### src/rtl/core/ema_pkg.sv
// constants, register codes and the voltage table of the energy meter accumulator
`default_nettype none
package ema_pkg;

  localparam int unsigned WINDOW_TICKS   = 60;
  localparam int unsigned CAL_SAVE_TICKS = 600;
  localparam int unsigned BACKUP_PERIOD  = 3600;

  localparam int unsigned RAW_W    = 24;
  localparam int unsigned SUM_W    = 30;
  localparam int unsigned WCNT_W   = 6;
  localparam int unsigned CCNT_W   = 10;
  localparam int unsigned BCNT_W   = 12;
  localparam int unsigned RATIO_W  = 8;
  localparam int unsigned VSEL_W   = 2;
  localparam int unsigned VOLT_W   = 9;
  localparam int unsigned PF_W     = 8;
  localparam int unsigned INIT_W   = 40;
  localparam int unsigned ENERGY_W = 64;
  localparam int unsigned CFG_W    = 40;
  localparam int unsigned IDX_W    = 2;

  // product of window sum, ratio, volts and power factor
  localparam int unsigned PROD_W = SUM_W + RATIO_W + VOLT_W + PF_W;
  localparam int unsigned DIV_W  = 28;
  localparam int unsigned STEP_W = 6;

  localparam logic [DIV_W-1:0] ENERGY_DIVISOR = DIV_W'(225000000);

  typedef enum logic [IDX_W-1:0] {
    REG_CT_RATIO       = 2'd0,
    REG_VOLT_SELECT    = 2'd1,
    REG_PF_PERCENT     = 2'd2,
    REG_INITIAL_ENERGY = 2'd3
  } reg_index_t;

  typedef enum logic [VSEL_W-1:0] {
    VSEL_220 = 2'd0,
    VSEL_380 = 2'd1,
    VSEL_460 = 2'd2
  } volt_sel_t;

  function automatic logic [VOLT_W-1:0] volts_of(input logic [VSEL_W-1:0] sel);
    logic [VOLT_W-1:0] v;
    case (sel)
      VSEL_380: v = VOLT_W'(380);
      VSEL_460: v = VOLT_W'(460);
      default:  v = VOLT_W'(220);
    endcase
    return v;
  endfunction

endpackage
`default_nettype wire

### src/rtl/core/energy_meter_accumulator.sv
// energy meter accumulator: tick handling, bit-serial multiply and divide, output register
//
// One tick reading is taken per transfer on the slave stream and gives one result on the
// master stream. A tick that does not close the window goes straight to the send state,
// which loads the result once the output is free. A tick that closes the window first runs
// 25 shift-add steps of the one-bit-per-cycle multiplier (8 for the ratio, 9 for the volts,
// 8 for the power factor) and 55 steps of the restoring divider, one quotient bit per cycle,
// then the output load. The next tick is taken once the previous result has been loaded into
// the output register. Writing initial_energy also loads the energy total at once.
`default_nettype none
module energy_meter_accumulator (
  input  wire                        clk,
  input  wire                        rst,
  input  wire                        s_axis_tvalid,
  output logic                       s_axis_tready,
  input  wire  [23:0]                s_axis_tdata,  // irms_raw
  input  wire  [0:0]                 s_axis_tuser,  // cal_started
  output logic                       m_axis_tvalid,
  input  wire                        m_axis_tready,
  output logic [63:0]                m_axis_tdata,  // energy_total
  output logic [2:0]                 m_axis_tuser,  // window_closed, backup_save, cal_flash_save
  input  wire                        cfg_we,
  input  wire  [ema_pkg::IDX_W-1:0]  cfg_index,
  input  wire  [ema_pkg::CFG_W-1:0]  cfg_data
);
  import ema_pkg::*;

  typedef enum logic [1:0] {ST_IDLE, ST_MUL, ST_DIV, ST_SEND} state_t;
  typedef enum logic [1:0] {PH_RATIO, PH_VOLTS, PH_PF} mul_phase_t;

  state_t            state;
  mul_phase_t        phase;

  logic [RATIO_W-1:0]  ct_ratio;
  logic [VSEL_W-1:0]   volt_select;
  logic [PF_W-1:0]     pf_percent;
  logic [INIT_W-1:0]   initial_energy;

  logic [WCNT_W-1:0]   window_count;
  logic [SUM_W-1:0]    window_sum;
  logic [ENERGY_W-1:0] energy_acc;
  logic                cal_pending;
  logic [CCNT_W-1:0]   cal_count;
  logic [BCNT_W-1:0]   backup_count;

  logic                closed;
  logic                backup;
  logic                flash;

  logic [PROD_W-1:0]   mcand;
  logic [PROD_W-1:0]   prod;
  logic [VOLT_W-1:0]   mplier;
  logic [STEP_W-1:0]   step;
  logic [PROD_W-1:0]   dvd;
  logic [DIV_W-1:0]    rem;

  logic                accept;
  logic                cal_any;
  logic [CCNT_W-1:0]   cal_inc;
  logic                cal_hit;
  logic [SUM_W-1:0]    sum_inc;
  logic [WCNT_W-1:0]   wcnt_inc;
  logic                close_now;
  logic [BCNT_W-1:0]   bcnt_inc;
  logic                backup_now;

  logic [PROD_W-1:0]   prod_add;
  logic [DIV_W:0]      rem_sh;
  logic                q_bit;
  logic [DIV_W-1:0]    rem_next;
  logic [PROD_W-1:0]   dvd_next;

  assign s_axis_tready = (state == ST_IDLE);
  assign accept        = s_axis_tvalid && s_axis_tready;

  always_comb begin
    cal_any    = cal_pending || s_axis_tuser[0];
    cal_inc    = cal_count + CCNT_W'(1);
    cal_hit    = cal_any && (cal_inc == CCNT_W'(CAL_SAVE_TICKS));
    sum_inc    = window_sum + SUM_W'(s_axis_tdata);
    wcnt_inc   = window_count + WCNT_W'(1);
    close_now  = (wcnt_inc >= WCNT_W'(WINDOW_TICKS));
    bcnt_inc   = backup_count + BCNT_W'(1);
    backup_now = (bcnt_inc >= BCNT_W'(BACKUP_PERIOD));
  end

  always_comb begin
    prod_add = mplier[0] ? (prod + mcand) : prod;
    rem_sh   = {rem, dvd[PROD_W-1]};
    q_bit    = (rem_sh >= {1'b0, ENERGY_DIVISOR});
    rem_next = q_bit ? DIV_W'(rem_sh - {1'b0, ENERGY_DIVISOR}) : rem_sh[DIV_W-1:0];
    dvd_next = {dvd[PROD_W-2:0], q_bit};
  end

  always_ff @(posedge clk) begin
    if (rst) begin
      state          <= ST_IDLE;
      phase          <= PH_RATIO;
      ct_ratio       <= RATIO_W'(1);
      volt_select    <= VSEL_220;
      pf_percent     <= PF_W'(65);
      initial_energy <= '0;
      window_count   <= '0;
      window_sum     <= '0;
      energy_acc     <= '0;
      cal_pending    <= 1'b0;
      cal_count      <= '0;
      backup_count   <= '0;
      m_axis_tvalid  <= 1'b0;
    end else begin
      if (m_axis_tvalid && m_axis_tready && state != ST_SEND) begin
        m_axis_tvalid <= 1'b0;
      end

      if (cfg_we) begin
        case (cfg_index)
          REG_CT_RATIO: begin
            if (cfg_data[RATIO_W-1:0] != '0) ct_ratio <= cfg_data[RATIO_W-1:0];
          end
          REG_VOLT_SELECT: begin
            if (cfg_data[VSEL_W-1:0] <= VSEL_460) volt_select <= cfg_data[VSEL_W-1:0];
          end
          REG_PF_PERCENT: begin
            pf_percent <= cfg_data[PF_W-1:0];
          end
          REG_INITIAL_ENERGY: begin
            initial_energy <= cfg_data[INIT_W-1:0];
            energy_acc     <= ENERGY_W'(cfg_data[INIT_W-1:0]);
          end
          default: begin
          end
        endcase
      end

      case (state)
        ST_IDLE: begin
          if (accept) begin
            if (cal_any) begin
              cal_count   <= cal_hit ? '0 : cal_inc;
              cal_pending <= !cal_hit;
            end
            flash        <= cal_hit;
            backup       <= backup_now;
            backup_count <= backup_now ? '0 : bcnt_inc;
            closed       <= close_now;
            if (close_now) begin
              window_sum   <= '0;
              window_count <= '0;
              mcand        <= PROD_W'(sum_inc);
              prod         <= '0;
              mplier       <= VOLT_W'(ct_ratio);
              step         <= STEP_W'(RATIO_W);
              phase        <= PH_RATIO;
              state        <= ST_MUL;
            end else begin
              window_sum   <= sum_inc;
              window_count <= wcnt_inc;
              state        <= ST_SEND;
            end
          end
        end
        ST_MUL: begin
          if (step == STEP_W'(1)) begin
            mcand <= prod_add;
            prod  <= '0;
            case (phase)
              PH_RATIO: begin
                mplier <= volts_of(volt_select);
                step   <= STEP_W'(VOLT_W);
                phase  <= PH_VOLTS;
              end
              PH_VOLTS: begin
                mplier <= VOLT_W'(pf_percent);
                step   <= STEP_W'(PF_W);
                phase  <= PH_PF;
              end
              default: begin
                dvd   <= prod_add;
                rem   <= '0;
                step  <= STEP_W'(PROD_W);
                state <= ST_DIV;
              end
            endcase
          end else begin
            mcand  <= {mcand[PROD_W-2:0], 1'b0};
            mplier <= mplier >> 1;
            prod   <= prod_add;
            step   <= step - STEP_W'(1);
          end
        end
        ST_DIV: begin
          dvd  <= dvd_next;
          rem  <= rem_next;
          step <= step - STEP_W'(1);
          if (step == STEP_W'(1)) begin
            energy_acc <= energy_acc + ENERGY_W'(dvd_next);
            state      <= ST_SEND;
          end
        end
        ST_SEND: begin
          if (!m_axis_tvalid || m_axis_tready) begin
            m_axis_tvalid <= 1'b1;
            m_axis_tdata  <= energy_acc;
            m_axis_tuser  <= {flash, backup, closed};
            state         <= ST_IDLE;
          end
        end
        default: begin
          state <= ST_IDLE;
        end
      endcase
    end
  end

`ifndef NO_ASSERTIONS
  a_energy_source: assert property (@(posedge clk)
    !$stable(energy_acc) |-> $past(rst) || $past(state == ST_DIV) || $past(cfg_we))
    else $error("energy total changed outside divide end or config write");

  a_rem_bound: assert property (@(posedge clk) disable iff (rst)
    state == ST_DIV |-> rem < ENERGY_DIVISOR)
    else $error("divider remainder not below divisor");

  a_valid_from_send: assert property (@(posedge clk) disable iff (rst)
    $rose(m_axis_tvalid) |-> $past(state == ST_SEND))
    else $error("result shown without send step");

  a_window_bound: assert property (@(posedge clk) disable iff (rst)
    state == ST_IDLE |-> window_count < WCNT_W'(WINDOW_TICKS))
    else $error("window count past window length");
`endif

endmodule
`default_nettype wire
### config.mk
export PLATFORM = sky130hd
export DESIGN_NAME = energy_meter_accumulator
export DESIGN_NICKNAME = d
export VERILOG_FILES = /design/src/rtl/core/ema_pkg.sv /design/src/rtl/core/energy_meter_accumulator.sv
export SDC_FILE = /design/constraint.sdc
export NUM_CORES = 1
export LEC_CHECK = 0
export BUFFER_PORTS_ARGS = -buffer_cell sky130_fd_sc_hd__buf_2
export CORE_UTILIZATION = 60
export CTS_BUF_LIST = sky130_fd_sc_hd__clkbuf_8
export CTS_CLUSTER_SIZE = 12
export DETAILED_ROUTE_END_ITERATION = 10
export GPL_TIMING_DRIVEN = 1
export PLACE_DENSITY = 0.84
export SLEW_MARGIN = 20
export SYNTH_ARGS = -nofsm -noshare
export SYNTH_HDL_FRONTEND = slang
export SYNTH_SLANG_ARGS = --single-unit
### constraint.sdc
create_clock -name clk -period 24.1 [get_ports clk]
set_input_delay 2.41 -clock clk [delete_from_list [all_inputs] [get_ports clk]]
set_output_delay 2.41 -clock clk [all_outputs]
set_load 0.05 [all_outputs]
==> results of run 1 <==
[cells in the mapped netlist, types with 6 or more instances]
| cell | n |
|---|---|
| a21o_1 | 72 |
| o211ai_1 | 34 |
| buf_1 | 12 |
| and3_1 | 21 |
| nand2b_1 | 28 |
| nand4_1 | 30 |
| nor3b_1 | 10 |
| nor2b_1 | 23 |
| nor4_1 | 13 |
| a21boi_1 | 6 |
| nand2_1 | 320 |
| mux2_2 | 22 |
| a21boi_0 | 6 |
| and2_1 | 27 |
| a31oi_1 | 27 |
| nor3_1 | 41 |
| inv_1 | 55 |
| edfxtp_1 | 278 |
| o21bai_1 | 23 |
| xor2_1 | 70 |
| or2_2 | 8 |
| dfxtp_1 | 146 |
| or4_1 | 6 |
| nand3b_1 | 10 |
| o22ai_1 | 11 |
| o211a_1 | 6 |
| nand3_1 | 64 |
| a2bb2oi_1 | 6 |
| a211oi_1 | 30 |
| o31ai_1 | 20 |
| a311oi_1 | 38 |
| o31a_1 | 6 |
| and4_1 | 8 |
| mux2i_1 | 37 |
| ha_1 | 149 |
| o21ai_1 | 33 |
| o21ai_0 | 167 |
| o21a_1 | 26 |
| a21oi_1 | 294 |
| or3_1 | 42 |
| a22oi_1 | 9 |
| clkbuf_1 | 133 |
| a211o_1 | 7 |
| nor2_1 | 319 |
| xnor2_1 | 75 |
[final timing paths]
check                                          start                         to  slack [ns]  cells after the start
worst max register to register  rem[7]$_SDFFCE_PN0P_  energy_acc[52]$_SDFF_PP0_       18.20                     21
worst min-delay path                backup$_DFFE_PP_  m_axis_tuser[1]$_DFFE_PP_        0.41                      0
worst max-delay path            rem[7]$_SDFFCE_PN0P_  energy_acc[52]$_SDFF_PP0_       18.20                     21
worst min register to register      backup$_DFFE_PP_  m_axis_tuser[1]$_DFFE_PP_        0.41                      0
[flip-flops by register name, indices dropped and copies added, names as in the netlist, 8 cells and up]
| signal | cells |
|---|---|
| rem | 28 |
| dvd | 55 |
| cal_count | 10 |
| backup_count | 12 |
| m_axis_tdata | 64 |
| ct_ratio | 8 |
| mcand | 55 |
| window_sum | 30 |
| pf_percent | 8 |
| prod | 55 |
| energy_acc | 64 |
| mplier | 9 |
[stage by stage]
step                utilization [%]  worst slack, ns
floorplan                         -            15.00
global placement              63.77            18.33
detailed placement            63.77            18.30
CTS                           67.36            18.29
global route                  67.39            17.82
finish                        67.39            18.20
[power groups by stage]
stage | sequential, mW | combinational, mW | clock (mW)
2_1_floorplan | 0.973 | 0.590 | 0
3_3_place_gp | 0.962 | 0.782 | 0
3_5_place_dp | 0.965 | 0.808 | 0
4_1_cts | 0.950 | 0.813 | 0.698
5_1_grt | 0.957 | 0.906 | 0.728
6_report | 0.951 | 0.824 | 0.690
[logic make-up after synthesis]
family | after synthesis | synth area share (%)
flops | 424 | 43.52
mux | 59 | 2.387
fa+ha+maj | 152 | 7.431
simple gates | 980 | 17.29
xor+xnor | 145 | 4.904
compound gates | 880 | 21.52
buf+inv | 203 | 2.947
[metal layers]
metal	part of all wire [%]	track usage (%)	vias to the layer above	routed length (um)
li1	-	-	10663	-
met1	41	39.70	10750	28350
met2	48	52.93	931	33420
met3	6.4	4.803	223	4448
met4	5.2	16.69	0	3619
met5	0	0	-	0
[final cells by class]
type                            count  share of cell area (%)
Antenna cell                        1                0.008794
Clock buffer                       80                   3.869
Clock inverter                     52                   1.451
Inverter                           57                  0.7518
Multi-Input combinational cell   2216                   48.88
Sequential cell                   424                   39.61
Tap cell                          539                   2.370
Timing Repair Buffer              162                   3.065
==> impl_results.md, run 1 <==
- Switching share of power: approximately 37%
- Die width: ~210 um
- Vias per inst: 6.391
- Largest stage delay, worst path: between 0.7 and 0.8 ns
- First-pass GRT wire length: 111,700 um
- Count of final setup violators: 0
- Reg area: approximately 11,000 um^2
- CTS resizes: 0
- Yosys warns: 0
- Area share of the largest cell type after synthesis: between 30% and 40%
- Largest net degree at the start of global routing: roughly 90
- Comb pwr share: about a third
- Commonest non-fill, non-tap cell in the layout: nor2_1
- GPL Wtd Cong: between 0.9 and 1
- Hold_ws: between 0.4 and 0.5 ns
- DR iter-0 viols: 2,003
- Fmax: roughly 0.17 GHz
- DR WL/cell: 19.78 um
- CP dominant cell by count: o31a_1
- Clock group share of total power: ~28%
- Largest cells by area after synthesis: edfxtp_1 (32%), dfxtp_1 (11%), ha_1 (7.2%), a21oi_1 (5.7%), nand2_1 (4.6%)
- CTS H-tree depth: 3
- Fin. Hold Viols: 0
- PortBufs: between 100 and 150
- Worst Setup End Kind: register
- Status: complete, no violations
- Worst skew pair latency: ~0.67 ns
- Post-synth top flop: edfxtp_1
- Post-Place Cells: around 3,400
- Setup TNS: 0 ns
- Worst slew pin tran: between 1 and 1.5 ns
- Hold Crit Class: reg -> reg
- Cell area after layout: ~28,000 um^2
- Cell Pwr Density: 86.66 nW/um^2
- Top delay family on crit path: compound AO/OA/AOI/OAI gates
- DIE AREA: ~44,000 um^2
- Layout Nets: 3,157
- Syn avg cell area: 9.109 um^2
- P_sw: 0.9021 mW
- Total grt overflow: 0
- Area Growth Syn to Fin: 9.890%
- Worst setup SP type: register
- Max-slew headroom: 25.73%
- I/O pin count: about 140
- Core Rows: 75
- Sequential share of power: between 30% and 40%
- CTS Hold Bufs: 0
- Core Area: between 40,000 and 50,000 um^2
- Final Slew Violations: 0
- Crit path kind: reg -> reg
- Die height: about 210 um
- Initial antenna violation count: 1
- Wirelength, routed: about 70,000 um
- Number of flops mapped to enable cells by yosys: ~280
- Area of the multi-input gates: between 10,000 and 15,000 um^2
- Library cells used by synthesis: 89
- Tcrit/Tclk final: 24.50%
- Synth Net Count: around 3,100
- Setup bufs post-CTS: 0
- Drt pass-1 iters: 6
- Worst vdd ir: approximately 90 uV
- WP data required: ~25 ns
- Asr flop ratio synth: 0%
- Vias post-DR: 22,567
- Antenna viol nets, final: 0
- Yosys reg bits: between 400 and 500
- Final Critical Period: between 5 and 6 ns
- Worst EP arrival: around 6.5 ns
- Post-synthesis sequential area ratio: a little over two fifths
- Clock slew at reported path FFs: about 0.08 ns
- Internal Power: 1.564 mW
- Worst path bufs/invs: 2
- # fillers: 3,302
- Ratio of cells with drive above 1 in the final layout: about 11%
- Slowest CP cell: o41a_1
- Most frequent cells in the layout: nor2_1 (319), nand2_1 (318), a21oi_1 (292)
- Sinks on Clock Net: between 400 and 500
- Total power: 2.466 mW
- Mapped Cells: about 2,800
- CTS tree: built
- Overall Global Routing Usage: a little under a third
- DPL Wire Length: 49,780 um
- Total CTS buffers: 72
- Non-Filler Instances: 3,531
- Vias in the first global route: approximately 22,000
- Worst-path cell chain: o31ai_1, a21oi_1, o31a_1, o31a_1, o211a_1, o21ai_1, o41a_1, inv_2, ha_1, inv_1, fa_1, nor2b_1, o31a_1, o31a_1, a221o_1, a31oi_2, o211ai_2, a21bo_2, a31oi_2, nor3b_1, o41ai_2
- Static leakage: 11.05 nW
- Starting density of the core: between 60% and 70%
- Placement Cell Area: between 20,000 and 30,000 um^2
- Clock Root Buffer: clkbuf_8
- Final Skew: 0.02670 ns
- Yosys top cell by area: edfxtp_1
- # DRC: 0
- Clock buffer depth: 3
- CP max FO: 25
- Post-Syn Area: 25,900 um^2
- Max-cap violation count: 0
- RSZ-0062 raised after global routing: false
(Power assumes the default switching activity.)
==> run 2: changes to the inputs <==
--- a/config.mk
+++ b/config.mk
@@ -5,13 +5,14 @@
 export SDC_FILE = /design/constraint.sdc
 export NUM_CORES = 1
 export LEC_CHECK = 0
+export ABC_AREA = 1
 export BUFFER_PORTS_ARGS = -buffer_cell sky130_fd_sc_hd__buf_2
-export CORE_UTILIZATION = 60
+export CORE_UTILIZATION = 58
 export CTS_BUF_LIST = sky130_fd_sc_hd__clkbuf_8
 export CTS_CLUSTER_SIZE = 12
 export DETAILED_ROUTE_END_ITERATION = 10
 export GPL_TIMING_DRIVEN = 1
-export PLACE_DENSITY = 0.84
+export PLACE_DENSITY = 0.85
 export SLEW_MARGIN = 20
 export SYNTH_ARGS = -nofsm -noshare
 export SYNTH_HDL_FRONTEND = slang
==> constraint.sdc (replaced) <==
create_clock -name clk -period 5.2 [get_ports clk]
set_input_delay 0.52 -clock clk [delete_from_list [all_inputs] [get_ports clk]]
set_output_delay 0.52 -clock clk [all_outputs]
set_load 0.05 [all_outputs]
==> run 2 against run 1 <==
Effect of this change:
- total power increased to 5.7 times the previous value
- cell area increased by 14%
- synthesized cell count increased by 52%
- global-route usage increased by 2.6 points
- setup slack got worse by 16 ns
- clock skew increased by 0.021 ns
==> impl_results.md, run 2 <==
- Status: complete, no violations (unchanged)
- DIE AREA: 52,070 um^2 (was 44,000 um^2)
- Fmax: 0.2910 GHz (was 0.1694 GHz)
- CTS tree: built (unchanged)
- # DRC: 0 (unchanged)
- Clock Root Buffer: clkbuf_8 (unchanged)
- Vias post-DR: 29,213 (was 22,567)
- Area share of the largest cell type after synthesis: 28.13% (was 32.24%)
- Vias per inst: 5.628 (was 6.391)
- Wirelength, routed: 90,090 um (was 69,830 um)
- Layout Nets: 4,678 (was 3,157)
- Crit path kind: reg -> reg (unchanged)
- CTS resizes: 0 (unchanged)
- Worst EP arrival: 4.04 ns (was 6.47 ns)
- Asr flop ratio synth: 0% (unchanged)
- Worst vdd ir: 368.6 uV (was 90.34 uV)
- Top-count cell post-synth: nand2_1 (unchanged)
- Count of final setup violators: 0 (unchanged)
- Final Critical Period: 3.436 ns (was 5.904 ns)
- Fin. Hold Viols: 0 (unchanged)
- DR iter-0 viols: 2,864 (was 2,003)
- DR WL met3: 7541 um (was 4448 um)
- Worst slew pin tran: 1.091 ns (was 1.086 ns)
- Commonest non-fill, non-tap cell in the layout: nand2_1 (was nor2_1)
- First-pass GRT wire length: 141,300 um (was 111,700 um)
- Core Rows: 82 (was 75)
- WP data required: 5.80 ns (was 24.67 ns)
- Largest cells by area after synthesis: edfxtp_1 (28%), nand2_1 (18%), dfxtp_1 (9.8%), inv_1 (7.6%), ha_1 (6.3%) (was edfxtp_1 (32%), dfxtp_1 (11%), ha_1 (7.2%), a21oi_1 (5.7%), nand2_1 (4.6%))
- Setup bufs post-CTS: 0 (unchanged)
- CTS H-tree depth: 3 (unchanged)
- Met2 wire length: 40,500 um (was 33,420 um)
- Largest net degree at the start of global routing: 111 (was 89)
- Static leakage: 15.58 nW (was 11.05 nW)
- Synth Net Count: 4,543 (was 3,067)
- CTS Hold Bufs: 0 (unchanged)
- Largest regs: energy_acc: 64 flops, m_axis_tdata: 64 flops (unchanged)
- Hold Crit Class: in -> reg (was reg -> reg)
- Metal1 wirelength: 37,850 um (was 28,350 um)
- # fillers: 4,566 (was 3,302)
- Area Growth Syn to Fin: 9.344% (was 9.890%)
- Commonest cells in the netlist: nand2_1 (1,451), inv_1 (602), nor2_1 (376) (was nand2_1 (320), nor2_1 (319), a21oi_1 (294))
- GPL Wtd Cong: 1.025 (was 0.9784)
- Number of flops mapped to enable cells by yosys: 278 (unchanged)
- Yosys warns: 0 (unchanged)
- Post-Syn Area: 29,670 um^2 (was 25,900 um^2)
- Mapped Cells: 4,319 (was 2,843)
- Die width: 228.2 um (was 209.8 um)
- Cell Pwr Density: 433.0 nW/um^2 (was 86.66 nW/um^2)
- Final Slew Violations: 0 (unchanged)
- Clock buffer depth: 3 (unchanged)
- Syn avg cell area: 6.871 um^2 (was 9.109 um^2)
- Yosys reg bits: 424 (unchanged)
- Final Skew: 0.04796 ns (was 0.02670 ns)
- Post-synth top flop: edfxtp_1 (unchanged)
- Setup TNS: 0 ns (unchanged)
- Overall Global Routing Usage: 34.22% (was 31.67%)
- Worst setup SP type: register (unchanged)
- Library cells used by synthesis: 59 (was 89)
- DR WL/cell: 17.35 um (was 19.78 um)
- Starting density of the core: 59.03% (was 61.32%)
- Worst Setup End Kind: register (unchanged)
- Yosys top cell by area: edfxtp_1 (unchanged)
- Reg area: 11,270 um^2 (unchanged)
- Vias in the first global route: 27,035 (was 21,746)
- Drt pass-1 iters: 8 (was 6)
- Most frequent cells in the layout: nand2_1 (1,451), inv_1 (630), nor2_1 (373) (was nor2_1 (319), nand2_1 (318), a21oi_1 (292))
- Worst skew pair latency: 0.69 ns (was 0.67 ns)
- CP max FO: 4 (was 25)
- Die height: 228.2 um (was 209.8 um)
- Core Area: 50,270 um^2 (was 42,230 um^2)
- I/O pin count: 141 (unchanged)
- PortBufs: 140 (unchanged)
- Area of the multi-input gates: 15,700 um^2 (was 13,910 um^2)
- Clock slew at reported path FFs: 0.06 ns (was 0.08 ns)
- Max-slew headroom: 27.16% (was 25.73%)
- Initial antenna violation count: 2 (was 1)
- Total grt overflow: 0 (unchanged)
- DPL Wire Length: 68,480 um (was 49,780 um)
- Ratio of cells with drive above 1 in the final layout: 8.058% (was 10.90%)
- Post-Place Cells: 5,048 (was 3,398)
- Total CTS buffers: 76 (was 72)
- Antenna viol nets, final: 0 (unchanged)
- Max-cap violation count: 0 (unchanged)
- Non-Filler Instances: 5,191 (was 3,531)
- Post-synthesis sequential area ratio: 37.98% (was 43.52%)
- Sinks on Clock Net: 424 (unchanged)
- RSZ-0062 raised after global routing: false (unchanged)
- Top Layer Used: met5 (was met4)
- Tcrit/Tclk final: 66.08% (was 24.50%)
-- run 2: changes by cell type in the layout (fill, tap and decap cells not counted), sizes merged, moves of 36 or more --
cell / delta
mux2i: -36
a21o: -63
nand3: +284
nand2: +1142
a311oi: -37
or2: +43
inv: +565
nor2: +66
or3: -42
xnor2: -48
-- run 2: critical path, cell delays in order (launching register included) --
cell	delay [ns]
edfxtp_1	0.38
inv_1	0.11
ha_1	0.20
inv_1	0.07
nor4_1	0.39
nand4_1	0.16
nand3_2	0.15
ha_1	0.22
inv_1	0.07
fa_1	0.38
inv_1	0.13
nand2_1	0.07
nand3_1	0.10
nand2_1	0.06
nand2_1	0.18
nand2_1	0.08
nand2_1	0.14
nand2_1	0.07
nand2_1	0.08
nand2_1	0.06
nand2_1	0.09
nand3_1	0.07
a21oi_1	0.14
-- run 2: final cells by class --
type / count / share of cell area (%)
multi-input combinational: 3178 / 48.39
timing repair buffer: 160 / 2.668
sequential: 424 / 34.74
clock inverter: 59 / 1.006
tap: 672 / 2.591
antenna: 2 / 0.01542
inverter: 614 / 7.111
clock buffer: 82 / 3.478
-- run 2: metrics by stage --
| stage | setup WS (ns) | util [%] | area (um^2) | hold WS [ns] | power (mW) |
|---|---|---|---|---|---|
| after floorplan | 0.03154 | - | 29690 | 0.4003 | 9.135 |
| after global placement | 1.902 | 61.64 | 30990 | 0.4023 | 10.75 |
| after detailed placement | 1.799 | 61.64 | 30990 | 0.4045 | 10.86 |
| after CTS | 1.818 | 64.53 | 32440 | 0.1042 | 13.93 |
| after global routing | 1.455 | 64.54 | 32450 | 0.1469 | 14.92 |
| final | 1.764 | 64.54 | 32450 | 0.1355 | 14.05 |
-- run 2: routing by layer --
layer  track usage [%]  vias to the layer above
li1                  -                    14305
met5                 0                        -
met1             45.06                    13331
met4             15.44                        2
met3             5.150                      260
met2             55.67                     1315
-- run 2: report_power, final --
group          total [mW]  switching, mW  internal [mW]  leakage [nW]
combinational        6.09           4.33           1.76          11.0
sequential           4.89          0.384           4.51          3.78
clock                3.07           1.50           1.57         0.850
-- run 2: cells by family after synthesis --
family / Yosys count / synth area share [%]
AND/OR/NAND/NOR: 2374 / 33.43
buffers and inverters: 717 / 9.284
adder cells (fa/ha/maj): 152 / 6.485
XOR/XNOR: 69 / 2.037
flip-flops: 424 / 37.98
multiplexers: 1 / 0.03373
AO/OA/AOI/OAI: 582 / 10.75
-- run 2: worst paths after layout --
check / startpoint / to / slack, ns / cells past startpoint
max: rem[6]$_SDFFCE_PN0P_ / energy_acc[62]$_SDFF_PP0_ / 1.76 / 22
min reg2reg: closed$_DFFE_PP_ / m_axis_tuser[0]$_DFFE_PP_ / 0.42 / 0
max reg2reg: rem[6]$_SDFFCE_PN0P_ / energy_acc[62]$_SDFF_PP0_ / 1.76 / 22
min: cfg_data[7] / pf_percent[7]$_SDFFE_PP0P_ / 0.14 / 3
